## config.mk

```make
export PLATFORM = sky130hd
export DESIGN_NAME = addressable_led_strip_driver_core_flat
export DESIGN_NICKNAME = d
export VERILOG_FILES = /design/src/sv/alsd_pkg.sv /design/src/sv/alsd_if.sv /design/src/sv/alsd_front.sv /design/src/sv/alsd_queue.sv /design/src/sv/alsd_back.sv /design/src/sv/addressable_led_strip_driver_core.sv /design/src/flat_wrapper.sv
export SDC_FILE = /design/constraint.sdc
export NUM_CORES = 1
export LEC_CHECK = 0
export ABC_CLOCK_PERIOD_IN_PS = 9330
export BUFFER_PORTS_ARGS = -buffer_cell sky130_fd_sc_hd__buf_2
export CAP_MARGIN = 20
export CELL_PAD_IN_SITES_DETAIL_PLACEMENT = 1
export CELL_PAD_IN_SITES_GLOBAL_PLACEMENT = 1
export CORE_MARGIN = 5
export CORE_UTILIZATION = 25
export DETAILED_ROUTE_END_ITERATION = 16
export PLACE_DENSITY_LB_ADDON = 0.1
export RECOVER_POWER = 50
export SLEW_MARGIN = 20
export SYNTH_ARGS = -nofsm -noshare
export SYNTH_HDL_FRONTEND = slang
export SYNTH_SLANG_ARGS = --single-unit
```

## constraint.sdc

```tcl
create_clock -name clk_i -period 9.33 [get_ports clk_i]
set_input_delay 0.4665 -clock clk_i [delete_from_list [all_inputs] [get_ports clk_i]]
set_output_delay 0.4665 -clock clk_i [all_outputs]
set_load 0.01 [all_outputs]
```

## src/sv/alsd_pkg.sv

```systemverilog
package alsd_pkg;

  // Field widths fixed by the item and register formats
  localparam int unsigned ModeW   = 2;
  localparam int unsigned IdxW    = 5;
  localparam int unsigned ColorW  = 24;
  localparam int unsigned CfgW    = 16;
  localparam int unsigned LedCntW = 6;
  localparam int unsigned CfgIdxW = 2;

  // Defaults for the top-level parameters
  localparam int unsigned MaxLedsDef    = 32;
  localparam int unsigned BitsPerLedDef = 24;

  // Register reset values
  localparam logic [CfgW-1:0]    BitPeriodRst = 16'd90;
  localparam logic [CfgW-1:0]    HighOneRst   = 16'd55;
  localparam logic [CfgW-1:0]    HighZeroRst  = 16'd25;
  localparam logic [LedCntW-1:0] LedCountRst  = 6'd28;

  // Shortest usable bit period
  localparam logic [CfgW-1:0] MinPeriod = 16'd2;

  // Register indexes
  localparam logic [CfgIdxW-1:0] RegBitPeriod = 2'd0;
  localparam logic [CfgIdxW-1:0] RegHighOne   = 2'd1;
  localparam logic [CfgIdxW-1:0] RegHighZero  = 2'd2;
  localparam logic [CfgIdxW-1:0] RegLedCount  = 2'd3;

  typedef enum logic [ModeW-1:0] {
    OP_WRITE = 2'd0,
    OP_START = 2'd1,
    OP_TICK  = 2'd2,
    OP_NOP   = 2'd3
  } op_e;

  // Classified item handed from the front to the back
  typedef struct packed {
    op_e                op;
    logic               wr_ok;
    logic               start_ok;
    logic [IdxW-1:0]    idx;
    logic [ColorW-1:0]  color;
  } item_t;

  // Waveform timing registers seen by the back
  typedef struct packed {
    logic [CfgW-1:0] bit_period;
    logic [CfgW-1:0] high_one;
    logic [CfgW-1:0] high_zero;
  } timing_cfg_t;

endpackage

```

## src/sv/alsd_if.sv

```systemverilog
interface alsd_in_if import alsd_pkg::*; ();
  logic              valid;
  logic              ready;
  logic [ModeW-1:0]  mode;
  logic [IdxW-1:0]   led_index;
  logic [ColorW-1:0] color;

  modport source (output valid, mode, led_index, color, input ready);
  modport sink   (input valid, mode, led_index, color, output ready);
endinterface

interface alsd_out_if import alsd_pkg::*; ();
  logic valid;
  logic ready;
  logic line_level;
  logic busy_res;
  logic frame_done;

  modport source (output valid, line_level, busy_res, frame_done, input ready);
  modport sink   (input valid, line_level, busy_res, frame_done, output ready);
endinterface

```

## src/sv/alsd_front.sv

```systemverilog
module alsd_front import alsd_pkg::*; #(
  parameter int unsigned EcW = 6
) (
  alsd_in_if.sink     in_if,
  input  logic [EcW-1:0] eff_count_i,
  input  logic        clr_busy_i,
  input  logic        push_ready_i,
  output logic        push_valid_o,
  output item_t       push_item_o
);

  localparam int unsigned CmpW = (EcW > IdxW) ? EcW : IdxW;

  // Hold off the upstream while the colour store is being cleared
  assign in_if.ready  = push_ready_i & ~clr_busy_i;
  assign push_valid_o = in_if.valid & ~clr_busy_i;

  always_comb begin
    push_item_o.op       = op_e'(in_if.mode);
    push_item_o.wr_ok    = CmpW'(in_if.led_index) < CmpW'(eff_count_i);
    push_item_o.start_ok = eff_count_i != '0;
    push_item_o.idx      = in_if.led_index;
    push_item_o.color    = in_if.color;
  end

endmodule

```

## src/sv/alsd_queue.sv

```systemverilog
module alsd_queue import alsd_pkg::*; (
  input  logic  clk_i,
  input  logic  rst_ni,
  input  logic  push_valid_i,
  output logic  push_ready_o,
  input  item_t push_item_i,
  output logic  pop_valid_o,
  input  logic  pop_ready_i,
  output item_t pop_item_o
);

  localparam int unsigned Depth = 2;

  item_t      entry_q [Depth];
  logic       wr_ptr_q, wr_ptr_d;
  logic       rd_ptr_q, rd_ptr_d;
  logic [1:0] count_q, count_d;
  logic       push, pop;

  assign push_ready_o = count_q != 2'(Depth);
  assign pop_valid_o  = count_q != 2'd0;
  assign pop_item_o   = entry_q[rd_ptr_q];

  assign push = push_valid_i & push_ready_o;
  assign pop  = pop_valid_o & pop_ready_i;

  always_comb begin
    wr_ptr_d = push ? ~wr_ptr_q : wr_ptr_q;
    rd_ptr_d = pop ? ~rd_ptr_q : rd_ptr_q;
    count_d  = count_q;
    if (push && !pop) begin
      count_d = count_q + 2'd1;
    end else if (pop && !push) begin
      count_d = count_q - 2'd1;
    end
  end

  always_ff @(posedge clk_i or negedge rst_ni) begin
    if (!rst_ni) begin
      wr_ptr_q <= 1'b0;
      rd_ptr_q <= 1'b0;
      count_q  <= 2'd0;
    end else begin
      wr_ptr_q <= wr_ptr_d;
      rd_ptr_q <= rd_ptr_d;
      count_q  <= count_d;
    end
  end

  always_ff @(posedge clk_i) begin
    if (push) begin
      entry_q[wr_ptr_q] <= push_item_i;
    end
  end

endmodule

```

## src/sv/alsd_back.sv

```systemverilog
module alsd_back import alsd_pkg::*; #(
  parameter int unsigned MaxLeds    = MaxLedsDef,
  parameter int unsigned BitsPerLed = BitsPerLedDef,
  parameter int unsigned EcW        = 6
) (
  input  logic           clk_i,
  input  logic           rst_ni,
  input  timing_cfg_t    timing_i,
  input  logic [EcW-1:0] eff_count_i,
  input  logic           pop_valid_i,
  output logic           pop_ready_o,
  input  item_t          pop_item_i,
  output logic           clr_busy_o,
  alsd_out_if.source     out_if
);

  localparam int unsigned LpW  = (MaxLeds > 1) ? $clog2(MaxLeds) : 1;
  localparam int unsigned BpW  = $clog2(BitsPerLed);
  localparam int unsigned PadW = 1 << BpW;
  localparam int unsigned LcW  = (LpW + 1 > EcW) ? LpW + 1 : EcW;
  localparam logic [BpW-1:0] BpLast  = BpW'(BitsPerLed - 1);
  localparam logic [LpW-1:0] LastLed = LpW'(MaxLeds - 1);

  // Colour store and its registered read port
  logic [ColorW-1:0] mem [MaxLeds];
  logic [ColorW-1:0] rd_data_q;
  logic              mem_we;
  logic [LpW-1:0]    mem_waddr;
  logic [ColorW-1:0] mem_wdata;

  // Clearing pass after reset
  logic           clr_active_q, clr_active_d;
  logic [LpW-1:0] clr_addr_q, clr_addr_d;

  // Frame state
  logic            sending_q, sending_d;
  logic [LpW-1:0]  lp_q, lp_d;
  logic [BpW-1:0]  bp_q, bp_d;
  logic [CfgW-1:0] tick_q, tick_d;
  logic            line_q, line_d;

  // Result register
  logic out_valid_q;
  logic level_q, level_d;
  logic busy_q;
  logic done_q, done_d;

  logic              step;
  logic [BpW-1:0]    bit_pos;
  logic [PadW-1:0]   padded;
  logic              cur_bit;
  logic [CfgW-1:0]   high_time;
  logic [CfgW-1:0]   period_eff;
  logic [CfgW-1:0]   tick_inc;
  logic              tick_level;
  logic              bit_end;
  logic              last_led;

  assign clr_busy_o  = clr_active_q;
  assign pop_ready_o = ~clr_active_q & (~out_valid_q | out_if.ready);
  assign step        = pop_valid_i & pop_ready_o;

  // Waveform datapath for the current bit
  always_comb begin
    bit_pos    = BpLast - bp_q;
    padded     = PadW'(rd_data_q);
    cur_bit    = padded[bit_pos];
    high_time  = cur_bit ? timing_i.high_one : timing_i.high_zero;
    tick_level = tick_q < high_time;
    tick_inc   = tick_q + 16'd1;
    period_eff = (timing_i.bit_period < MinPeriod) ? MinPeriod : timing_i.bit_period;
    bit_end    = tick_inc >= period_eff;
    last_led   = (LcW'(lp_q) + LcW'(1)) >= LcW'(eff_count_i);
  end

  always_comb begin
    sending_d = sending_q;
    lp_d      = lp_q;
    bp_d      = bp_q;
    tick_d    = tick_q;
    line_d    = line_q;
    level_d   = sending_q & line_q;
    done_d    = 1'b0;
    mem_we    = 1'b0;
    mem_waddr = LpW'(pop_item_i.idx);
    mem_wdata = pop_item_i.color;
    clr_active_d = clr_active_q;
    clr_addr_d   = clr_addr_q;

    if (clr_active_q) begin
      mem_we     = 1'b1;
      mem_waddr  = clr_addr_q;
      mem_wdata  = '0;
      clr_addr_d = clr_addr_q + LpW'(1);
      if (clr_addr_q == LastLed) begin
        clr_active_d = 1'b0;
      end
    end else if (step) begin
      case (pop_item_i.op)
        OP_WRITE: begin
          mem_we = ~sending_q & pop_item_i.wr_ok;
        end
        OP_START: begin
          if (!sending_q && pop_item_i.start_ok) begin
            sending_d = 1'b1;
            lp_d      = '0;
            bp_d      = '0;
            tick_d    = '0;
            line_d    = 1'b0;
          end
        end
        OP_TICK: begin
          level_d = 1'b0;
          if (sending_q) begin
            level_d = tick_level;
            line_d  = tick_level;
            tick_d  = tick_inc;
            if (bit_end) begin
              tick_d = '0;
              if (bp_q == BpLast) begin
                bp_d = '0;
                if (last_led) begin
                  sending_d = 1'b0;
                  lp_d      = '0;
                  line_d    = 1'b0;
                  done_d    = 1'b1;
                end else begin
                  lp_d = lp_q + LpW'(1);
                end
              end else begin
                bp_d = bp_q + BpW'(1);
              end
            end
          end
        end
        default: begin
        end
      endcase
    end
  end

  always_ff @(posedge clk_i or negedge rst_ni) begin
    if (!rst_ni) begin
      clr_active_q <= 1'b1;
      clr_addr_q   <= '0;
      sending_q    <= 1'b0;
      lp_q         <= '0;
      bp_q         <= '0;
      tick_q       <= '0;
      line_q       <= 1'b0;
      out_valid_q  <= 1'b0;
    end else begin
      clr_active_q <= clr_active_d;
      clr_addr_q   <= clr_addr_d;
      sending_q    <= sending_d;
      lp_q         <= lp_d;
      bp_q         <= bp_d;
      tick_q       <= tick_d;
      line_q       <= line_d;
      if (step) begin
        out_valid_q <= 1'b1;
      end else if (out_if.ready) begin
        out_valid_q <= 1'b0;
      end
    end
  end

  always_ff @(posedge clk_i) begin
    if (step) begin
      level_q <= level_d;
      busy_q  <= sending_d;
      done_q  <= done_d;
    end
  end

  // Colour store: one write port, one registered read of the LED in use next
  always_ff @(posedge clk_i) begin
    if (mem_we) begin
      mem[mem_waddr] <= mem_wdata;
    end
    rd_data_q <= mem[lp_d];
  end

  assign out_if.valid      = out_valid_q;
  assign out_if.line_level = level_q;
  assign out_if.busy_res   = busy_q;
  assign out_if.frame_done = done_q;

endmodule

```

## src/sv/addressable_led_strip_driver_core.sv

```systemverilog
// Addressable RGB LED chain driver: colour store plus one-wire bit timing.
//
// Channels: in_if carries items (mode, led_index, color); mode write stores a
// colour, start arms a frame, tick advances the waveform by one timer clock.
// out_if returns exactly one item per input item: the line level, whether a
// frame is in flight, and a done flag on the tick that ends the last bit.
// cfg_we_i/cfg_index_i/cfg_data_i write bit_period, high_one, high_zero and
// led_count; write them only while no item is in flight.
//
// Throughput: one item per clock while out_if does not stall, set by the tick
// step in the back end. Path: an item taken on in_if is registered in the queue,
// then popped by the back end into its result register, which raises
// out_if.valid; a stall on out_if can hold the pop in between.
//
// Reset: all frame state clears and the colour store is swept to black, one
// LED per cycle over all MAX_LEDS entries; in_if.ready stays low for that sweep.
// A stall on out_if holds the result register; the two-entry queue keeps
// taking items until it fills, then in_if.ready drops.
module addressable_led_strip_driver_core import alsd_pkg::*; #(
  parameter int unsigned MAX_LEDS     = MaxLedsDef,
  parameter int unsigned BITS_PER_LED = BitsPerLedDef
) (
  input  logic               clk_i,
  input  logic               rst_ni,
  alsd_in_if.sink            in_if,
  alsd_out_if.source         out_if,
  input  logic               cfg_we_i,
  input  logic [CfgIdxW-1:0] cfg_index_i,
  input  logic [CfgW-1:0]    cfg_data_i
);

  // Width that holds the effective LED count, 0..MAX_LEDS
  localparam int unsigned EcW   = $clog2(MAX_LEDS + 1);
  localparam int unsigned LcCmpW = (LedCntW > EcW) ? LedCntW : EcW;

  // Configuration registers
  logic [CfgW-1:0]    bit_period_q;
  logic [CfgW-1:0]    high_one_q;
  logic [CfgW-1:0]    high_zero_q;
  logic [LedCntW-1:0] led_count_q;

  timing_cfg_t    timing;
  logic [EcW-1:0] eff_count;

  // Queue hookup between the front and the back
  logic  push_valid, push_ready;
  item_t push_item;
  logic  pop_valid, pop_ready;
  item_t pop_item;
  logic  clr_busy;

  always_ff @(posedge clk_i or negedge rst_ni) begin
    if (!rst_ni) begin
      bit_period_q <= BitPeriodRst;
      high_one_q   <= HighOneRst;
      high_zero_q  <= HighZeroRst;
      led_count_q  <= LedCountRst;
    end else if (cfg_we_i) begin
      case (cfg_index_i)
        RegBitPeriod: bit_period_q <= cfg_data_i;
        RegHighOne:   high_one_q   <= cfg_data_i;
        RegHighZero:  high_zero_q  <= cfg_data_i;
        RegLedCount:  led_count_q  <= cfg_data_i[LedCntW-1:0];
        default: begin
        end
      endcase
    end
  end

  // Saturate the LED count at the store depth
  always_comb begin
    if (LcCmpW'(led_count_q) > LcCmpW'(MAX_LEDS)) begin
      eff_count = EcW'(MAX_LEDS);
    end else begin
      eff_count = EcW'(led_count_q);
    end
    timing.bit_period = bit_period_q;
    timing.high_one   = high_one_q;
    timing.high_zero  = high_zero_q;
  end

  // Front: take items and classify them
  alsd_front #(
    .EcW (EcW)
  ) u_front (
    .in_if        (in_if),
    .eff_count_i  (eff_count),
    .clr_busy_i   (clr_busy),
    .push_ready_i (push_ready),
    .push_valid_o (push_valid),
    .push_item_o  (push_item)
  );

  // Short queue so front and back stall independently
  alsd_queue u_queue (
    .clk_i        (clk_i),
    .rst_ni       (rst_ni),
    .push_valid_i (push_valid),
    .push_ready_o (push_ready),
    .push_item_i  (push_item),
    .pop_valid_o  (pop_valid),
    .pop_ready_i  (pop_ready),
    .pop_item_o   (pop_item)
  );

  // Back: colour store, bit timing and the result register
  alsd_back #(
    .MaxLeds    (MAX_LEDS),
    .BitsPerLed (BITS_PER_LED),
    .EcW        (EcW)
  ) u_back (
    .clk_i       (clk_i),
    .rst_ni      (rst_ni),
    .timing_i    (timing),
    .eff_count_i (eff_count),
    .pop_valid_i (pop_valid),
    .pop_ready_o (pop_ready),
    .pop_item_i  (pop_item),
    .clr_busy_o  (clr_busy),
    .out_if      (out_if)
  );

endmodule
```

## src/flat_wrapper.sv

```systemverilog
// flat-port wrapper written by rule: the top's interface ports become plain ports
module addressable_led_strip_driver_core_flat import alsd_pkg::*;
#(
  parameter int unsigned MAX_LEDS     = MaxLedsDef,
  parameter int unsigned BITS_PER_LED = BitsPerLedDef
)
  (clk_i, rst_ni, cfg_we_i, cfg_index_i, cfg_data_i, in_if_valid, in_if_mode, in_if_led_index, in_if_color, in_if_ready, out_if_valid, out_if_line_level, out_if_busy_res, out_if_frame_done, out_if_ready);
  alsd_in_if in_if_i ();
  alsd_out_if out_if_i ();
  input  logic clk_i;
  input  logic rst_ni;
  input  logic cfg_we_i;
  input  logic [CfgIdxW-1:0] cfg_index_i;
  input  logic [CfgW-1:0] cfg_data_i;
  input wire logic [$bits(in_if_i.valid)-1:0] in_if_valid;
  input wire logic [$bits(in_if_i.mode)-1:0] in_if_mode;
  input wire logic [$bits(in_if_i.led_index)-1:0] in_if_led_index;
  input wire logic [$bits(in_if_i.color)-1:0] in_if_color;
  output wire logic [$bits(in_if_i.ready)-1:0] in_if_ready;
  output wire logic [$bits(out_if_i.valid)-1:0] out_if_valid;
  output wire logic [$bits(out_if_i.line_level)-1:0] out_if_line_level;
  output wire logic [$bits(out_if_i.busy_res)-1:0] out_if_busy_res;
  output wire logic [$bits(out_if_i.frame_done)-1:0] out_if_frame_done;
  input wire logic [$bits(out_if_i.ready)-1:0] out_if_ready;
  assign in_if_i.valid = in_if_valid;
  assign in_if_i.mode = in_if_mode;
  assign in_if_i.led_index = in_if_led_index;
  assign in_if_i.color = in_if_color;
  assign in_if_ready = in_if_i.ready;
  assign out_if_valid = out_if_i.valid;
  assign out_if_line_level = out_if_i.line_level;
  assign out_if_busy_res = out_if_i.busy_res;
  assign out_if_frame_done = out_if_i.frame_done;
  assign out_if_i.ready = out_if_ready;
  addressable_led_strip_driver_core #(.MAX_LEDS(MAX_LEDS), .BITS_PER_LED(BITS_PER_LED)) u_core (.clk_i(clk_i), .rst_ni(rst_ni), .in_if(in_if_i), .out_if(out_if_i), .cfg_we_i(cfg_we_i), .cfg_index_i(cfg_index_i), .cfg_data_i(cfg_data_i));
endmodule
```

Word level (Yosys, flattened, before mapping)
Memories as Yosys holds them, arrays and structs flattened. A register that Yosys moved wholly into a read port is not among the register bits.
Cells that the tools add are included.
{"block": "totals", "out_inout_bits": 5, "in_bits": 54, "ram_bits": 834, "reg_bits": 96, "memories": 2}
{"block": "classes", "n_bitwise": 16, "n_mux": 55, "eq_ne": 11, "n_lt_le_gt_ge": 7, "add_sub_neg": 8, "reduce_logical": 20}
{"name": "u_core.u_back.mem", "words": 32, "width": 24, "read_ports": 1, "rd_ports_with_merged_regs": 1, "wr": 1, "line": "alsd_back.sv:25", "rtl": "logic [ColorW-1:0] mem [MaxLeds];"}
{"name": "u_core.u_queue.entry_q", "words": 2, "width": 33, "read_ports": 1, "rd_ports_with_merged_regs": 0, "wr": 1, "line": "alsd_queue.sv:14", "rtl": "item_t entry_q [Depth];"}
{"operator": "$mux 16", "n": 5}
{"operator": "$mux 5", "n": 12}
{"operator": "$pmux 16 s2", "n": 1}
{"operator": "$mux 1", "n": 28}
{"operator": "$mux 24", "n": 1}
{"operator": "$pmux 5 s2", "n": 2}
{"operator": "$add 16x1->16 const B", "n": 1}
{"operator": "$ge 16x16->1", "n": 1}
{"operator": "$lt 16x16->1", "n": 1}
{"operator": "$lt 16x2->1 const B", "n": 1}
{"operator": "$add 5x1->5 const B", "n": 3}
{"operator": "$eq 5x5->1 const B", "n": 2}
{"operator": "$ne 2x2->1 const B", "n": 4}
{"operator": "$not 1->1", "n": 8}
{"operator": "$reduce_and 2->1", "n": 4}
{"operator": "$reduce_bool 2->1", "n": 4}
{"operator": "$and 1x1->1", "n": 7}
{"operator": "$add 5x1->6 const B", "n": 1}
{"operator": "$eq 2x2->1 const B", "n": 3}
{"operator": "$ge 6x6->1", "n": 1}
{"operator": "$gt 6x6->1 const B", "n": 1}
{"operator": "$lt 5x6->1", "n": 1}
{"operator": "$lt 5x6->1 const B", "n": 1}
{"operator": "$mux 6", "n": 1}
{"operator": "other kinds (15)", "n": 23}

Depth between registers and ports, before layout
Gate-level depths: netlist of the first run.
{"block": "depth", "ltp_word": 10, "depth_mapped": 23, "ltp_nobuf": 19}

Modules after synthesis
Synthesis of the first run repeated with hierarchy kept, for this count alone.
{"block": "hier_totals", "cells_unflattened": 2761, "hier_area_um2": 38862.3}
{"module": "alsd_back", "n_inst": 1, "cells_per_inst": 2471, "area_per_inst_um2": 33682.3}
{"module": "alsd_queue", "n_inst": 1, "cells_per_inst": 121, "area_per_inst_um2": 2727.6}
{"module": "addressable_led_strip_driver_core", "n_inst": 1, "cells_per_inst": 121, "area_per_inst_um2": 2092.0}
{"module": "alsd_front", "n_inst": 1, "cells_per_inst": 48, "area_per_inst_um2": 360.3}

Worst setup path before layout of the first run
Ideal clock, no wire load.
{"block": "synth_path", "path_kind": "register to register", "startpoint": "register u_core.u_back.tick_q[0]", "endpoint": "register u_core.u_back.rd_data_q[10] (read register of u_core.u_back.mem)", "slack_ns": 4.861, "path_stages_with_launch": 21, "path_buffers": 4, "t_arrival_ns": 4.383, "period_less_slack_ns": 4.469, "path_cell_list": "dfrtp_1 and3_1 nand3_1 nor2_1 and3_1 and3_1 nand3_1 xnor2_1 ha_1 nand4_1 o31a_1 buf_2 or4_1 and2_1 clkbuf_1 buf_4 buf_2 mux2i_1 a221oi_1 o21ai_0 a211oi_1"}
{"block": "synth_via", "elab_chain_len": 7}
{"element": "start, declared", "line": "alsd_back.sv:39", "rtl": "logic [CfgW-1:0] tick_q, tick_d;"}
{"element": "start signal, assigned", "line": "alsd_back.sv:158", "rtl": "tick_q <= tick_d;"}
{"element": "$add 16x1->16", "line": "alsd_back.sv:70", "rtl": "tick_inc = tick_q + 16'd1;"}
{"element": "$ge 16x16->1", "line": "alsd_back.sv:72", "rtl": "bit_end = tick_inc >= period_eff;"}
{"element": "$mux 5", "line": "alsd_back.sv:118", "rtl": "if (bit_end) begin"}
{"element": "$mux 5", "line": "alsd_back.sv:114", "rtl": "if (sending_q) begin"}
{"element": "$pmux 5 s2", "line": "alsd_back.sv:99", "rtl": "case (pop_item_i.op)"}
{"element": "$mux 5", "line": "alsd_back.sv:98", "rtl": "end else if (step) begin"}
{"element": "$mux 5", "line": "alsd_back.sv:90", "rtl": "if (clr_active_q) begin"}
{"element": "end, declared", "line": "alsd_back.sv:26", "rtl": "logic [ColorW-1:0] rd_data_q;"}
Every way passes these cells.
A chain may end at the register's enable or synchronous reset.

Final worst setup path of the first run
{"block": "layout_path", "startpoint": "register u_core.u_back.tick_q[0]", "endpoint": "register u_core.u_back.rd_data_q[6] (read register of u_core.u_back.mem)"}
Same word-level chain as after synthesis.

==> flow_summary.yaml, run 1 <==
status:
  status: "complete, but fails checks"
  violations: "capacitance limit, slew limit"
setup_path:
  worstSetupEndpointType: "flip-flop"
  startpoint_type: "flip-flop"
  critPathKind: "reg2reg"
  worstPathRequired_ns: 9.97
  cp_max_fo: 68
  cp.arrival_ns: 7.67
synthesis:
  synthSimpleGateAreaFrac_pct: 8.98
  synth-edff-count: 837
  ys_ff_latch: 954
  avgSynthCellArea_sq_um: 14.3
  synth_fp_nets: 2813
  synthAdderAreaFrac_pct: 1.65
  synth_compound_area_share_pct: 9.54
  synth_top_family_by_area: "compound AO/OA/AOI/OAI gates"
  synth.area.mux_share_pct: 4.77
  syn_area_sq_um: 38600
  yosysWarnings: 0
  seq_area_frac_synth_pct: 72.4
  ys_types: 59
  synth_xor_area_share_pct: 0.567
  syn-instance-count: 2708
  async_reset_ff_share_pct: 9.75
  ys.flop_type: "edfxtp_1"
sta:
  tightest_slew_ns: 3.43
  fmax_ghz: 0.142
  clock_skew_ns: 0.0450
  relSlewSlack_pct: -129
  hold_violations: 0
  slew_violations: 872
  min_period_ns: 7.03
  finalSetupTns_ns: 0
  setup_ws_ns: 2.30
  min_period_over_period_pct: 75.4
  finalSetupViolCount: 0
  rsz0062_at_grt: "false"
route:
  met1_length_mm: 59.5
  wl_per_cell_um: 27.1
  drt_wl_total_mm: 135
  via_count: 24100
  avgViaCountPerCell: 4.84
  drc: 0
  drtAntennaViolNets: 0
  wl_met3_mm: 4.22
  dr_wl_met2_mm: 67.5
  top_layer: "met4"
  drtIter0Drc: 1602
  drt_first_pass_iters: 6
place:
  postPlaceCellArea_sq_um: 41800
  place.gp.congestion: 0.764
  post-place-ws_ns: 2.20
  dp_hpwl_mm: 77.7
  portBuffers: 58
global_route:
  grt_max_degree: 138
  track_usage_pct: 16.3
  grt_pass1_wl_mm: 192
  overflow: 0
  first_global_vias: 25600
  grt_antenna_before_repair: 5
floorplan:
  die_w_um: 403
  die_y_um: 403
  io_pins: 59
  core-area_sq_um: 154000
  initial_core_util_pct: 25.1
  die_area_sq_um: 162000
  rows: 144
clocking:
  cts.htree.levels: 3
  cts_setup_buffers: 0
  root_buffer: "clkbuf_16"
  clock-sinks: 954
  cts_buffers: 110
  clock_latency_ns: 0.73
  clk_pin_slew_worst_paths_ns: 0.06
  clockBufferDepth: 3
  cts_tree: "done"
final_layout:
  area_growth_pct: 18.4
  final_area_sq_um: 45700
  drive_gt1_share_pct: 13.1
  fillers: 16400
  nNetsFinal: 2947
  seqCellArea_sq_um: 28000
  diodes: 0
  most-common-layout-cells: "837 x edfxtp_1, 441 x nand2_1, 146 x a211oi_1"
  multi_input_area_sq_um: 10100
  final_util_pct: 29.7
  layout_commonest_cell: "edfxtp_1"
pwr:
  finalPower_mw: 11.1
  powerDensity_nw_per_um2: 242
  leakage_nw: 15.9
  ir_worst_vdd_v: 0.000149
run:
  max_cap_violations: 25
min_path:
  hp-class: "in2reg"
## worst max-delay path, stage by stage, from the launching register on
cell	delay (ns)
dfrtp_1	0.44
and3_1	0.19
nand3_1	0.14
nor2_1	0.27
and3_1	0.28
and3_1	0.26
nand3_1	0.12
xnor2_1	0.20
ha_1	0.29
a21oi_1	0.17
o21ai_0	0.11
a21oi_1	0.17
o31a_1	0.73
or4_4	0.69
and2_4	0.54
buf_12	0.39
mux2i_1	0.19
a221oi_1	0.75
o21ai_0	0.54
a211oi_1	0.32
## kinds of logic (layout without fill, tap and decap cells)
kind of cell,Yosys count,after routing
DFF,954,954
and+or+nand+nor,775,775
AOI/OAI and AO/OA,532,532
buffers and inverters,201,433
muxes,170,170
adders and majority gates,51,51
xor gates and xnor gates,25,25
## state kept, by name (all words and copies together) (netlist names)
register,flops
u_core.u_back.bp_q,5
u_core.u_back.out_if.line_level,1
u_core.u_back.out_if.busy_res,1
u_core.u_back.tick_q,16
u_core.u_back.mem,768
u_core.u_queue.count_q,2
u_core.led_count_q,6
u_core.u_back.sending_q,1
u_core.u_back.clr_busy_o,1
u_core.u_back.rd_data_q,24
u_core.high_zero_q,16
u_core.high_one_q,16
u_core.u_back.line_q,1
u_core.u_queue.rd_ptr_q,1
u_core.u_back.lp_q,5
u_core.u_back.out_if.frame_done,1
u_core.u_queue.entry_q,66
u_core.bit_period_q,16
u_core.u_back.clr_addr_q,5
u_core.u_back.out_if.valid,1
u_core.u_queue.wr_ptr_q,1
## Yosys cell counts, drive strengths merged (8+ instances only)
cell type	number	area share, %
mux2	41	1.2
edfxtp	837	65
a32o	10	0.26
clkbuf	125	1.2
nor2	82	0.80
ha	51	1.7
and3	131	2.1
o22ai	48	0.78
a32oi	47	1.1
buf	49	0.62
nand3	71	0.92
dfstp	16	1.1
o21ai	72	0.93
a31oi	123	2.0
xnor2	13	0.29
mux2i	122	3.2
nand2	442	4.3
nor3	8	0.10
xor2	12	0.27
a21oi	22	0.31
a221oi	24	0.54
inv	26	0.25
a211oi	146	2.8
dfxtp	24	1.2
dfrtp	77	5.0
a21o	16	0.31
## layout make-up
| type | instances | area share (%) |
|---|---|---|
| flip-flops and latches | 954 | 61.2 |
| multi-input cells | 1553 | 22.1 |
| repair buffers | 196 | 2.98 |
| clock buffers | 166 | 7.01 |
| clock inverters | 44 | 0.901 |
| inverters | 27 | 0.238 |
| well taps | 2044 | 5.59 |
## power by group
group	internal, mW	switching (mW)	leakage (nW)	total, mW
clock	2.48	1.79	1.77	4.27
combinational	0.301	1.07	5.29	1.37
sequential	5.31	0.105	8.88	5.42
total	8.09	2.96	15.9	11.1
## through the flow
stage,std cells,hold slack (ns)
5_1_grt,4984,0.0193
4_1_cts,4983,0.00650
3_3_place_gp,4726,0.461
6_report,4984,0.0843
3_5_place_dp,4726,0.470
2_1_floorplan,2708,0.171
## per-layer routing
layer,track usage (%),vias up
met5,0,-
met4,4.27,0
met3,2.20,173
met2,28.7,383
met1,21.0,12800
li1,-,10700
## final timing paths
path	start	to	slack, ns	cells past startpoint
max	u_core.u_back.tick_q[0]	u_core.u_back.rd_data_q[6]	2.30	19
min	cfg_data_i[1]	u_core.bit_period_q[1]	0.08	2
max in group asynchronous	rst_ni	u_core.u_queue.rd_ptr_q	4.02	3
min reg2reg	u_core.u_back.line_q	u_core.u_back.line_q	0.49	2
min in group asynchronous	rst_ni	u_core.high_zero_q[7]	0.94	2
max reg2reg	u_core.u_back.tick_q[0]	u_core.u_back.rd_data_q[6]	2.30	19
## repair_timing
action                                 in CTS  in global routing
endpoints found under the hold margin     136                  0
gates resized for setup                     0                  0
hold buffers                               47                  0
Power figures use the tool's default switching activity.
==> run 2, diff against run 1 <==
- ABC_AREA: unset -> 1
- ABC_CLOCK_PERIOD_IN_PS: 9330 -> 6250
- clock period: 9.33 -> 6.25 ns (I/O delays scaled with it)
==> flow_summary.yaml, run 2 <==
sta:
  min_period_over_period_pct: 86.9
  holdWs_ns: 0.130
  min_period_ns: 5.43
  slew_violations: 841
  clock_skew_ns: 0.0611
  hold_violations: 0
  finalSetupTns_ns: 0
  rsz0062_at_grt: "false"
  relSlewSlack_pct: -98.2
  tightest_slew_ns: 2.97
  finalSetupViolCount: 0
  setup_ws_ns: 0.817
  fmax_ghz: 0.184
status:
  status: "complete, but fails checks"
  violations: "capacitance limit, slew limit"
global_route:
  grt_max_degree: 126
  first_global_vias: 30600
  track_usage_pct: 16.2
  overflow: 0
  grt_pass1_wl_mm: 217
  grt_antenna_before_repair: 6
setup_path:
  worstPathRequired_ns: 6.88
  cp.depth: 26
  crit_path_frequent_cell: "nand3_1"
  cp-startpoint: "u_core.u_back.tick_q[2]"
  reg2regPathDepth: 26
  worstSetupEndpointType: "flip-flop"
  crit_end: "u_core.u_back.rd_data_q[5]"
  worst-path-buf-inv: 3
  cp_slowest_cell: "buf_12"
  startpoint_type: "flip-flop"
  path_delay_family: "simple AND/OR/NAND/NOR gates"
  cp_max_fo: 125
  regToRegEndpoint: "u_core.u_back.rd_data_q[5]"
  ff2ff_setup_slack_ns: 0.82
  regToRegStartpoint: "u_core.u_back.tick_q[2]"
  critPathKind: "reg2reg"
  critPathMaxStageDelay_ns: 0.48
  cp.arrival_ns: 6.06
synthesis:
  synth_area_leaders: "edfxtp_1 59%, nand3_1 9.9%, nand2_1 5.8%"
  synth_top_area_share_pct: 58.6
  synth-edff-count: 837
  yosysWarnings: 0
  ys.flop_type: "edfxtp_1"
  synth_fp_nets: 4132
  seq_area_frac_synth_pct: 65.2
  yosys.area.top_type: "edfxtp_1"
  yosysMostFrequentCell: "nand3_1"
  ys_ff_latch: 954
  syn_area_sq_um: 42900
  syn-instance-count: 4027
  avgSynthCellArea_sq_um: 10.7
  ys_types: 49
  async_reset_ff_share_pct: 9.75
  synth_commonest_cells: "852 x nand3_1, 837 x edfxtp_1, 663 x nand2_1"
pwr:
  finalPower_mw: 19.4
  ir_worst_vdd_v: 0.000286
  power_switching_share_pct: 33.8
  leakage_nw: 20.1
  pwr-share-clk_pct: 34.2
  combPwrFrac_pct: 22.4
  powerDensity_nw_per_um2: 385
  seqPwrFrac_pct: 43.4
  p_int_mw: 12.9
  p_sw_mw: 6.57
final_layout:
  fillers: 19000
  most-common-layout-cells: "852 x nand3_1, 837 x edfxtp_1, 663 x nand2_1"
  nNetsFinal: 4239
  layout_commonest_cell: "nand3_1"
  final_area_sq_um: 50500
  drive_gt1_share_pct: 8.39
  largest_reg_flops: 768
  regMostFlops: "u_core.u_back.mem"
  top_regs: "u_core.u_back.mem x768, u_core.u_queue.entry_q x66, u_core.u_back.rd_data_q x24"
  area_growth_pct: 17.6
place:
  portBuffers: 58
  dp_hpwl_mm: 87.4
  postPlaceCellArea_sq_um: 46500
  post-place-ws_ns: 0.709
  place.gp.congestion: 0.727
route:
  wl_per_cell_um: 22.9
  avgViaCountPerCell: 4.52
  drc: 0
  drtIter0Drc: 1586
  via_count: 29200
  drt_first_pass_iters: 5
  drtAntennaViolNets: 0
  drt_wl_total_mm: 148
clocking:
  clock-sinks: 954
  cts_resized: 0
  cts_buffers: 116
  clk_pin_slew_worst_paths_ns: 0.06
  clockBufferDepth: 3
  root_buffer: "clkbuf_16"
  cts.htree.levels: 3
  clock_latency_ns: 0.75
  cts_tree: "done"
floorplan:
  rows: 152
  core-area_sq_um: 171000
  die_w_um: 424
  initial_core_util_pct: 25.1
  io_pins: 59
  die_y_um: 424
  die_area_sq_um: 180000
min_path:
  hp-class: "in2reg"
run:
  max_cap_violations: 25
==> run 2: cell types whose count changed after synthesis, sizes merged, moves of 121 or more <==
cell and change:
a31oi -121, nand2 +228, inv +625, nand3b +238
a211oi -144, and3 -131, nand3 +782
==> run 2: worst min path at each step <==
stage / startpoint / endpoint / slack (ns) / cells after the start
final: cfg_index_i[1] / u_core.led_count_q[3] / 0.13 / 3
after CTS: cfg_index_i[1] / u_core.led_count_q[2] / 0.06 / 3
after detailed placement: rst_ni / u_core.high_one_q[7] / 0.38 / 1
after floorplan: rst_ni / u_core.bit_period_q[0] / 0.02 / 0
after global routing: cfg_index_i[1] / u_core.led_count_q[2] / 0.13 / 3
after global placement: rst_ni / u_core.high_one_q[7] / 0.39 / 1
==> run 2: logic make-up (layout without fill, tap and decap cells) <==
group / after synthesis / in the layout / share of synthesized area (%)
other cells: 0 / 2 / 0
flops: 954 / 954 / 65.2
xor+xnor: 20 / 20 / 0.408
fa+ha+maj: 51 / 51 / 1.49
simple gates: 1938 / 1938 / 21.8
mux: 17 / 17 / 0.397
compound gates: 166 / 166 / 2.10
buf+inv: 881 / 1084 / 8.61
==> run 2: worst reg2reg max path, delay by kind of cell, from the launching register on <==
family | cells | cell delay (ns)
XOR/XNOR | 1 | 0.18
adder cells (fa/ha/maj) | 1 | 0.31
buffers and inverters | 3 | 0.63
flip-flops | 1 | 0.38
AND/OR/NAND/NOR | 21 | 3.82
==> run 2: layout make-up <==
class                           instances  area, sq um  share of cell area (%)
Antenna cell                            2         5.00                 0.00992
Timing Repair Buffer                  218         1930                    3.82
Clock buffer                          175         3330                    6.59
Clock inverter                         39          355                   0.704
Tap cell                             2233         2790                    5.54
Multi-Input combinational cell       2192        11600                    23.0
Inverter                              652         2460                    4.88
Sequential cell                       954        28000                    55.4
==> run 2: power by group through the flow <==
stage / sequential, mW / combinational [mW] / clock, mW
3_5_place_dp: 8.50 / 4.58 / 0
5_1_grt: 8.47 / 4.83 / 7.13
6_report: 8.43 / 4.35 / 6.65
2_1_floorplan: 8.35 / 2.35 / 0
3_3_place_gp: 8.51 / 4.54 / 0
4_1_cts: 8.38 / 4.61 / 6.88
==> run 2: layer usage <==
metal	track usage, %	wire (um)
met5	0	13
met4	3.67	2680
met3	1.94	4460
met2	26.3	67700
met1	23.3	73200
==> run 2: repair_timing <==
item,4_1_cts,5_1_grt
buffers inserted,0,0
hold buffers,50,0
hold endpoints to repair,159,0
==> run 2: metrics by stage <==
step                      std cells  utilization, %
after floorplan                4027               -
after global placement         6190            27.0
after detailed placement       6198            27.1
after CTS                      6462            29.6
after global routing           6463            29.5
final                          6465            29.5
